### src/hw/rtl/btdl_pkg.sv
`timescale 1ns / 1ps
`default_nettype none

package btdl_pkg;

	localparam int unsigned TimeW  = 32;
	localparam int unsigned MsW    = 16;
	localparam int unsigned SlotW  = 8;
	localparam int unsigned CfgIdxW = 8;

	localparam logic [MsW-1:0]   LongPressRst  = MsW'(2000);
	localparam logic [MsW-1:0]   DoubleTapRst  = MsW'(500);
	localparam logic [SlotW-1:0] StartSlotRst  = '0;
	localparam logic             StopEnRst     = 1'b1;

	localparam logic [CfgIdxW-1:0] CFG_LONG_PRESS = CfgIdxW'(0);
	localparam logic [CfgIdxW-1:0] CFG_DOUBLE_TAP = CfgIdxW'(1);
	localparam logic [CfgIdxW-1:0] CFG_START_SLOT = CfgIdxW'(2);
	localparam logic [CfgIdxW-1:0] CFG_STOP_EN    = CfgIdxW'(3);

	typedef enum logic [1:0] {
		ACT_NONE     = 2'd0,
		ACT_STOP     = 2'd1,
		ACT_START    = 2'd2,
		ACT_SHUTDOWN = 2'd3
	} action_t;

	typedef enum logic [1:0] {
		PAIR_KEEP    = 2'd0,
		PAIR_DISABLE = 2'd1,
		PAIR_ENABLE  = 2'd2
	} pairing_t;

	// gesture flags, cleared by reset
	typedef struct packed {
		logic seen_release;
		logic was_down;
		logic press_counts;
		logic long_done;
		logic tap_armed;
		logic status_flag;
	} flags_t;

	typedef struct packed {
		logic [MsW-1:0]   long_press_ms;
		logic [MsW-1:0]   double_tap_ms;
		logic [SlotW-1:0] start_slot;
		logic             stop_enabled;
	} cfg_t;

	typedef struct packed {
		action_t          action;
		pairing_t         pairing;
		logic [SlotW-1:0] slot;
		logic             pressed;
	} result_t;

endpackage

`default_nettype wire

### src/hw/rtl/button_tap_doubletap_longpress.sv
`timescale 1ns / 1ps
`default_nettype none

// Power-button gesture detector: tap, double tap and long press.
// Input channel (in_valid/in_ready): one poll tick per item with now_ms,
// read_ok, button_down and prog_active.
// Output channel (out_valid/out_ready): exactly one result item per tick with
// action, pairing_command, program_slot and pressed_status.
// Config channel (cfg_valid/cfg_ready): cfg_index selects long_press_ms (0),
// double_tap_ms (1), start_slot (2) or stop_enabled (3); other indexes are
// dropped. cfg_ready is always high. Write only while the block is idle.
// Path: an accepted tick is held in the input register, then its result in the
// result register. Throughput: one item per cycle while out_ready is high; the
// whole gesture update is one combinational pass between the two registers.
// Stall: while out_ready is low the result holds; one more tick can sit in
// the input register, after which in_ready drops.
// Reset: gesture state clears, so a press held from power-on is ignored until
// a first release; registers return to 2000 ms, 500 ms, slot 0, stop enabled.
module button_tap_doubletap_longpress (
	input  wire logic                           clk,
	input  wire logic                           arst_n,
	input  wire logic                           in_valid,
	output logic                                in_ready,
	input  wire logic [btdl_pkg::TimeW-1:0]     now_ms,
	input  wire logic                           read_ok,
	input  wire logic                           button_down,
	input  wire logic                           prog_active,
	output logic                                out_valid,
	input  wire logic                           out_ready,
	output logic [1:0]                          action,
	output logic [1:0]                          pairing_command,
	output logic [btdl_pkg::SlotW-1:0]          program_slot,
	output logic                                pressed_status,
	input  wire logic                           cfg_valid,
	output logic                                cfg_ready,
	input  wire logic [btdl_pkg::CfgIdxW-1:0]   cfg_index,
	input  wire logic [btdl_pkg::MsW-1:0]       cfg_data
);
	import btdl_pkg::*;

	cfg_t             cfg_q;
	flags_t           flags_q;
	flags_t           flags_nxt;
	logic [TimeW-1:0] tap_time_q;
	logic [TimeW-1:0] press_start_q;
	logic [TimeW-1:0] tap_time_nxt;
	logic [TimeW-1:0] press_start_nxt;

	logic             valid_s1;
	logic [TimeW-1:0] now_s1;
	logic             ok_s1;
	logic             down_s1;
	logic             run_s1;

	logic             out_valid_q;
	result_t          res;
	result_t          res_q;
	logic             advance;

	assign cfg_ready = 1'b1;

	always_ff @(posedge clk or negedge arst_n) begin
		if (!arst_n) begin
			cfg_q.long_press_ms <= LongPressRst;
			cfg_q.double_tap_ms <= DoubleTapRst;
			cfg_q.start_slot    <= StartSlotRst;
			cfg_q.stop_enabled  <= StopEnRst;
		end else if (cfg_valid) begin
			unique case (cfg_index)
				CFG_LONG_PRESS: cfg_q.long_press_ms <= cfg_data;
				CFG_DOUBLE_TAP: cfg_q.double_tap_ms <= cfg_data;
				CFG_START_SLOT: cfg_q.start_slot    <= cfg_data[SlotW-1:0];
				CFG_STOP_EN:    cfg_q.stop_enabled  <= cfg_data[0];
				default: ;
			endcase
		end
	end

	assign advance  = valid_s1 && (!out_valid_q || out_ready);
	assign in_ready = !valid_s1 || advance;

	always_ff @(posedge clk or negedge arst_n) begin
		if (!arst_n) begin
			valid_s1 <= 1'b0;
		end else if (in_ready) begin
			valid_s1 <= in_valid;
		end
	end

	always_ff @(posedge clk) begin
		if (in_ready && in_valid) begin
			now_s1  <= now_ms;
			ok_s1   <= read_ok;
			down_s1 <= button_down;
			run_s1  <= prog_active;
		end
	end

	btdl_step u_step (
		.cfg              (cfg_q),
		.flags            (flags_q),
		.tap_time         (tap_time_q),
		.press_start_time (press_start_q),
		.now_ms           (now_s1),
		.read_ok          (ok_s1),
		.button_down      (down_s1),
		.prog_active      (run_s1),
		.flags_nxt        (flags_nxt),
		.tap_time_nxt     (tap_time_nxt),
		.press_start_nxt  (press_start_nxt),
		.res              (res)
	);

	always_ff @(posedge clk or negedge arst_n) begin
		if (!arst_n) begin
			flags_q     <= '0;
			out_valid_q <= 1'b0;
		end else begin
			if (advance) begin
				flags_q <= flags_nxt;
			end
			if (advance) begin
				out_valid_q <= 1'b1;
			end else if (out_ready) begin
				out_valid_q <= 1'b0;
			end
		end
	end

	always_ff @(posedge clk) begin
		if (advance) begin
			tap_time_q    <= tap_time_nxt;
			press_start_q <= press_start_nxt;
			res_q         <= res;
		end
	end

	assign out_valid       = out_valid_q;
	assign action          = res_q.action;
	assign pairing_command = res_q.pairing;
	assign program_slot    = res_q.slot;
	assign pressed_status  = res_q.pressed;

	a_start_disables_pairing: assert property (@(posedge clk) disable iff (!arst_n)
		out_valid && action == ACT_START |-> pairing_command == PAIR_DISABLE)
		else $error("start without pairing disable");

	a_slot_only_on_start: assert property (@(posedge clk) disable iff (!arst_n)
		out_valid && action != ACT_START |-> program_slot == '0)
		else $error("slot set without start");

	a_enable_no_action: assert property (@(posedge clk) disable iff (!arst_n)
		out_valid && pairing_command == PAIR_ENABLE |-> action == ACT_NONE)
		else $error("pairing enable together with an action");

	a_state_held_on_stall: assert property (@(posedge clk) disable iff (!arst_n)
		!advance |=> flags_q == $past(flags_q))
		else $error("gesture state changed without an item");

endmodule

`default_nettype wire

### src/hw/rtl/btdl_step.sv
`timescale 1ns / 1ps
`default_nettype none

module btdl_step (
	input  wire btdl_pkg::cfg_t              cfg,
	input  wire btdl_pkg::flags_t            flags,
	input  wire logic [btdl_pkg::TimeW-1:0]  tap_time,
	input  wire logic [btdl_pkg::TimeW-1:0]  press_start_time,
	input  wire logic [btdl_pkg::TimeW-1:0]  now_ms,
	input  wire logic                        read_ok,
	input  wire logic                        button_down,
	input  wire logic                        prog_active,
	output btdl_pkg::flags_t                 flags_nxt,
	output logic [btdl_pkg::TimeW-1:0]       tap_time_nxt,
	output logic [btdl_pkg::TimeW-1:0]       press_start_nxt,
	output btdl_pkg::result_t                res
);
	import btdl_pkg::*;

	logic [TimeW-1:0] press_start;
	logic [TimeW-1:0] held;
	logic [TimeW-1:0] gap;
	logic             counts;
	logic             is_long;
	logic             tap_event;
	logic             gap_in;

	always_comb begin
		counts      = flags.was_down ? flags.press_counts : flags.seen_release;
		press_start = flags.status_flag ? press_start_time : now_ms;
		held        = now_ms - press_start;
		is_long     = counts && (held >= {{(TimeW-MsW){1'b0}}, cfg.long_press_ms});
		gap         = now_ms - tap_time;
		gap_in      = gap <= {{(TimeW-MsW){1'b0}}, cfg.double_tap_ms};
		tap_event   = flags.was_down && flags.press_counts && !flags.long_done;
	end

	always_comb begin
		flags_nxt       = flags;
		tap_time_nxt    = tap_time;
		press_start_nxt = press_start_time;
		res.action      = ACT_NONE;
		res.pairing     = PAIR_KEEP;
		res.slot        = '0;
		if (read_ok) begin
			if (!prog_active) begin
				res.pairing = PAIR_DISABLE;
			end
			if (button_down) begin
				flags_nxt.was_down     = 1'b1;
				flags_nxt.press_counts = counts;
				flags_nxt.status_flag  = 1'b1;
				press_start_nxt        = press_start;
				if (is_long) begin
					if (!flags.long_done) begin
						flags_nxt.tap_armed = 1'b0;
						if (prog_active) begin
							res.pairing = PAIR_ENABLE;
						end
					end
					flags_nxt.long_done = 1'b1;
				end
			end else begin
				if (tap_event) begin
					if (flags.tap_armed && gap_in) begin
						// second tap in time
						flags_nxt.tap_armed = 1'b0;
						res.pairing         = PAIR_DISABLE;
						if (prog_active) begin
							if (cfg.stop_enabled) begin
								res.action = ACT_STOP;
							end
						end else begin
							res.action = ACT_START;
							res.slot   = cfg.start_slot;
						end
					end else begin
						flags_nxt.tap_armed = 1'b1;
						tap_time_nxt        = now_ms;
					end
				end else if (flags.tap_armed && !gap_in) begin
					// lone tap expired
					flags_nxt.tap_armed = 1'b0;
					res.action          = ACT_SHUTDOWN;
				end
				flags_nxt.status_flag  = 1'b0;
				flags_nxt.was_down     = 1'b0;
				flags_nxt.press_counts = 1'b0;
				flags_nxt.long_done    = 1'b0;
				flags_nxt.seen_release = 1'b1;
			end
		end
		res.pressed = flags_nxt.status_flag;
	end

endmodule

`default_nettype wire
### config.mk
export PLATFORM = sky130hd
export DESIGN_NAME = button_tap_doubletap_longpress
export DESIGN_NICKNAME = d
export VERILOG_FILES = /design/src/hw/rtl/btdl_pkg.sv /design/src/hw/rtl/button_tap_doubletap_longpress.sv /design/src/hw/rtl/btdl_step.sv
export SDC_FILE = /design/constraint.sdc
export NUM_CORES = 1
export LEC_CHECK = 0
export BUFFER_PORTS_ARGS = -buffer_cell sky130_fd_sc_hd__buf_4
export CORE_MARGIN = 3
export CORE_UTILIZATION = 57
export CTS_CLUSTER_DIAMETER = 80
export DETAILED_ROUTE_END_ITERATION = 7
export PLACE_DENSITY = 0.83
export SLEW_MARGIN = 10
export SYNTH_ARGS = -nofsm -noshare
export SYNTH_HDL_FRONTEND = slang
export SYNTH_HIERARCHICAL = 1
export SYNTH_SLANG_ARGS = --single-unit
### constraint.sdc
create_clock -name clk -period 8.2 [get_ports clk]
set_input_delay 0.41 -clock clk [delete_from_list [all_inputs] [get_ports clk]]
set_output_delay 0.41 -clock clk [all_outputs]
set_load 0.1 [all_outputs]
==> out/qor.yml <==
outcome: "complete, but fails checks"
violations: "hold timing"
cts.sinks: 161
finalSetupViolCount: 0
dp_hpwl_um: 19600
ant_nets: 0
synth-edff-count: 112
portBuffers: 78
clk_path_buf_depth: 2
critPathSlowestCell: "dfrtp_2"
cts.root.buffer_cell: "clkbuf_16"
cts-htree-levels: 4
grt_use_total_pct: 25.0
layout_common_cells: "112 x edfxtp_1, 96 x ha_1, 82 x buf_4"
synth_top_family_by_area: "multiplexers"
gp_congestion: 0.879
ys_ff_latch: 161
cp_max_fo: 16
viasPerCell: 6.10
die-area_um2: 21800
firstDrtPassIters: 7
synth_fp_nets: 1197
fin_tns_setup_ns: 0
path_clk_slew_ns: 0.07
r2r-end: "flags_q[2]"
drive_gt1_share_pct: 24.9
finalCritPeriodShare_pct: 70.1
drc: 0
ctsResizeCount: 0
max_freq_ghz: 0.174
cts_setup_buffers: 0
netlist_instances: 1035
layout_commonest_cell: "edfxtp_1"
r2r_cells: 21
cts_buffers: 17
maxCapViolCount: 0
die_x_um: 148
cts_hold_buf: 0
nNetsFinal: 1264
min_period_ns: 5.75
synthAdderAreaFrac_pct: 10.8
critical_path_class: "register to register"
die_y_um: 148
fin_hold_ws_ns: -0.00569
slowest_delay_ns: 0.67
rsz0062_at_grt: "no"
first_iter_violations: 642
ios: 80
path_cells: "inv_1 -> a21boi_0 -> inv_1 -> fa_1 -> nand2b_1 -> a21oi_1 -> nand2b_1 -> a31oi_1 -> xnor2_1 -> ha_1 -> a21o_1 -> a2111oi_0 -> o221ai_1 -> or4_1 -> a211oi_1 -> o2111ai_1 -> nor4_1 -> o2111a_1 -> a41o_1 -> a21oi_1 -> mux2_2"
synth-xor-area-share_pct: 3.44
maxSlewViolCount: 0
overflow: 0
yosysUniqueCellTypes: 90
cp-start-kind: "register"
timing.rr.start: "flags_q[0]"
synth_mux_area_share_pct: 15.3
num_vias: 8414
tightest_slew_ns: 1.01
start_util_pct: 58.4
critPathArrivalTime_ns: 6.07
reg2reg_slack_ns: 2.45
area_growth_syn_to_layout_pct: 11.1
finalClockSkew_ns: 0.0134
cp.required_ns: 8.52
post_drt_wl_per_cell_um: 19.3
num_rows: 51
synth_area_per_cell_um2: 11.1
grt_pass1_vias: 8369
ys_seq_area_share_pct: 40.2
synth-simple-area-share_pct: 11.3
synth_compound_area_share_pct: 14.2
slew_headroom_pct: 33.0
end_kind: "register"
peakVddDrop_v: 0.000138
grt_max_degree: 60
worstSkewPairLatency_ns: 0.43
drt_wl_total_um: 26600
hold_path_class: "primary input to asynchronous set/reset pin"
p_leak_uw: 0.00541
antenna_found_initial: 0
cts_tree: "built"
synth_warnings: 6
coreArea_um2: 19600
synthArstFlopShare_pct: 30.4
diodes: 0
ys.flop_type: "edfxtp_1"
grt_pass1_wl_um: 43500
hold_violations: 13
power.density_nw_per_um2: 230
syn_area_um2: 11400
critical path: cells and delay by family, from the launching register on:
family                     cells  cell delay [ns]
buffers and inverters          2             0.26
AOI/OAI and AO/OA             11             2.55
and+or+nand+nor                4             1.13
xor gates and xnor gates       1             0.14
DFF                            1             0.67
adders and majority gates      2             0.62
muxes                          1             0.26
cell usage after synthesis, types with 6 or more instances:
cell type / number / area (um2)
a211oi_1: 8 / 60.1
a21boi_0: 7 / 52.6
a21o_1: 27 / 203
a21oi_1: 67 / 335
a31oi_1: 7 / 43.8
and2_1: 13 / 81.3
buf_2: 8 / 40.0
clkbuf_1: 15 / 56.3
dfrtp_1: 36 / 901
dfstp_2: 13 / 342
edfxtp_1: 112 / 3360
ha_1: 96 / 1200
inv_1: 76 / 285
mux2_2: 70 / 788
mux2_4: 41 / 616
mux2i_1: 35 / 350
nand2_1: 66 / 248
nand2b_1: 16 / 100
nand3_1: 24 / 120
nand4_1: 21 / 131
nor2_1: 40 / 150
nor2b_1: 6 / 37.5
nor3_1: 9 / 45.0
o2111ai_1: 6 / 52.6
o21a_1: 9 / 67.6
o21ai_0: 41 / 205
xnor2_1: 22 / 193
xor2_1: 23 / 201
metal layers:
| metal | vias to the layer above | routed length [um] | track usage, % |
|---|---|---|---|
| met3 | 56 | 1620 | 4.54 |
| met5 | - | 0 | 0 |
| met2 | 298 | 12100 | 39.2 |
| met4 | 0 | 744 | 8.99 |
| li1 | 4002 | - | - |
| met1 | 4058 | 12200 | 35.1 |
state kept, by name, indices dropped and copies added (netlist names), 2 cells and up:
name and count:
pairing_command 2, program_slot 8, cfg_q 41, now_s1 32
flags_q 6, tap_time_q 32, press_start_q 32, action 2
logic make-up after synthesis:
kind of cell / Yosys count
AO/OA/AOI/OAI: 237
AND/OR/NAND/NOR: 237
flip-flops: 161
multiplexers: 146
buffers and inverters: 110
adder cells (fa/ha/maj): 98
XOR/XNOR: 45
other: 1
per-stage QoR:
step	instances	setup slack, ns	cell area (um2)	util (%)	power [uW]
finish	1380	2.45	12700	64.9	2930
global route	1380	2.14	12700	64.9	3090
CTS	1380	2.58	12700	64.9	2920
detailed placement	1348	2.62	12200	62.0	2130
global placement	1348	2.77	12200	62.0	2110
floorplan	1035	3.03	11400	-	1870
power breakdown:
group | switching (uW) | internal (uW) | leakage (uW)
sequential | 65.8 | 966 | 0.00169
combinational | 643 | 477 | 0.00343
clock | 357 | 417 | 0.000285
cell type report:
class,instances,area (um2)
Clock inverter,13,111
Multi-Input combinational cell,764,6310
Clock buffer,19,454
Tap cell,265,332
Timing Repair Buffer,82,616
Sequential cell,161,4610
Fill cell,1555,6870
Inverter,76,285
worst max path at each step:
stage                from         end  slack [ns]
5_1_grt        flags_q[0]  flags_q[2]        2.14
6_report       flags_q[0]  flags_q[2]        2.45
3_5_place_dp   flags_q[0]  flags_q[2]        2.62
3_3_place_gp   flags_q[0]  flags_q[2]        2.77
4_1_cts        flags_q[0]  flags_q[2]        2.58
2_1_floorplan  flags_q[0]  flags_q[2]        3.03
Note: power is estimated with default switching activity, not from simulation.
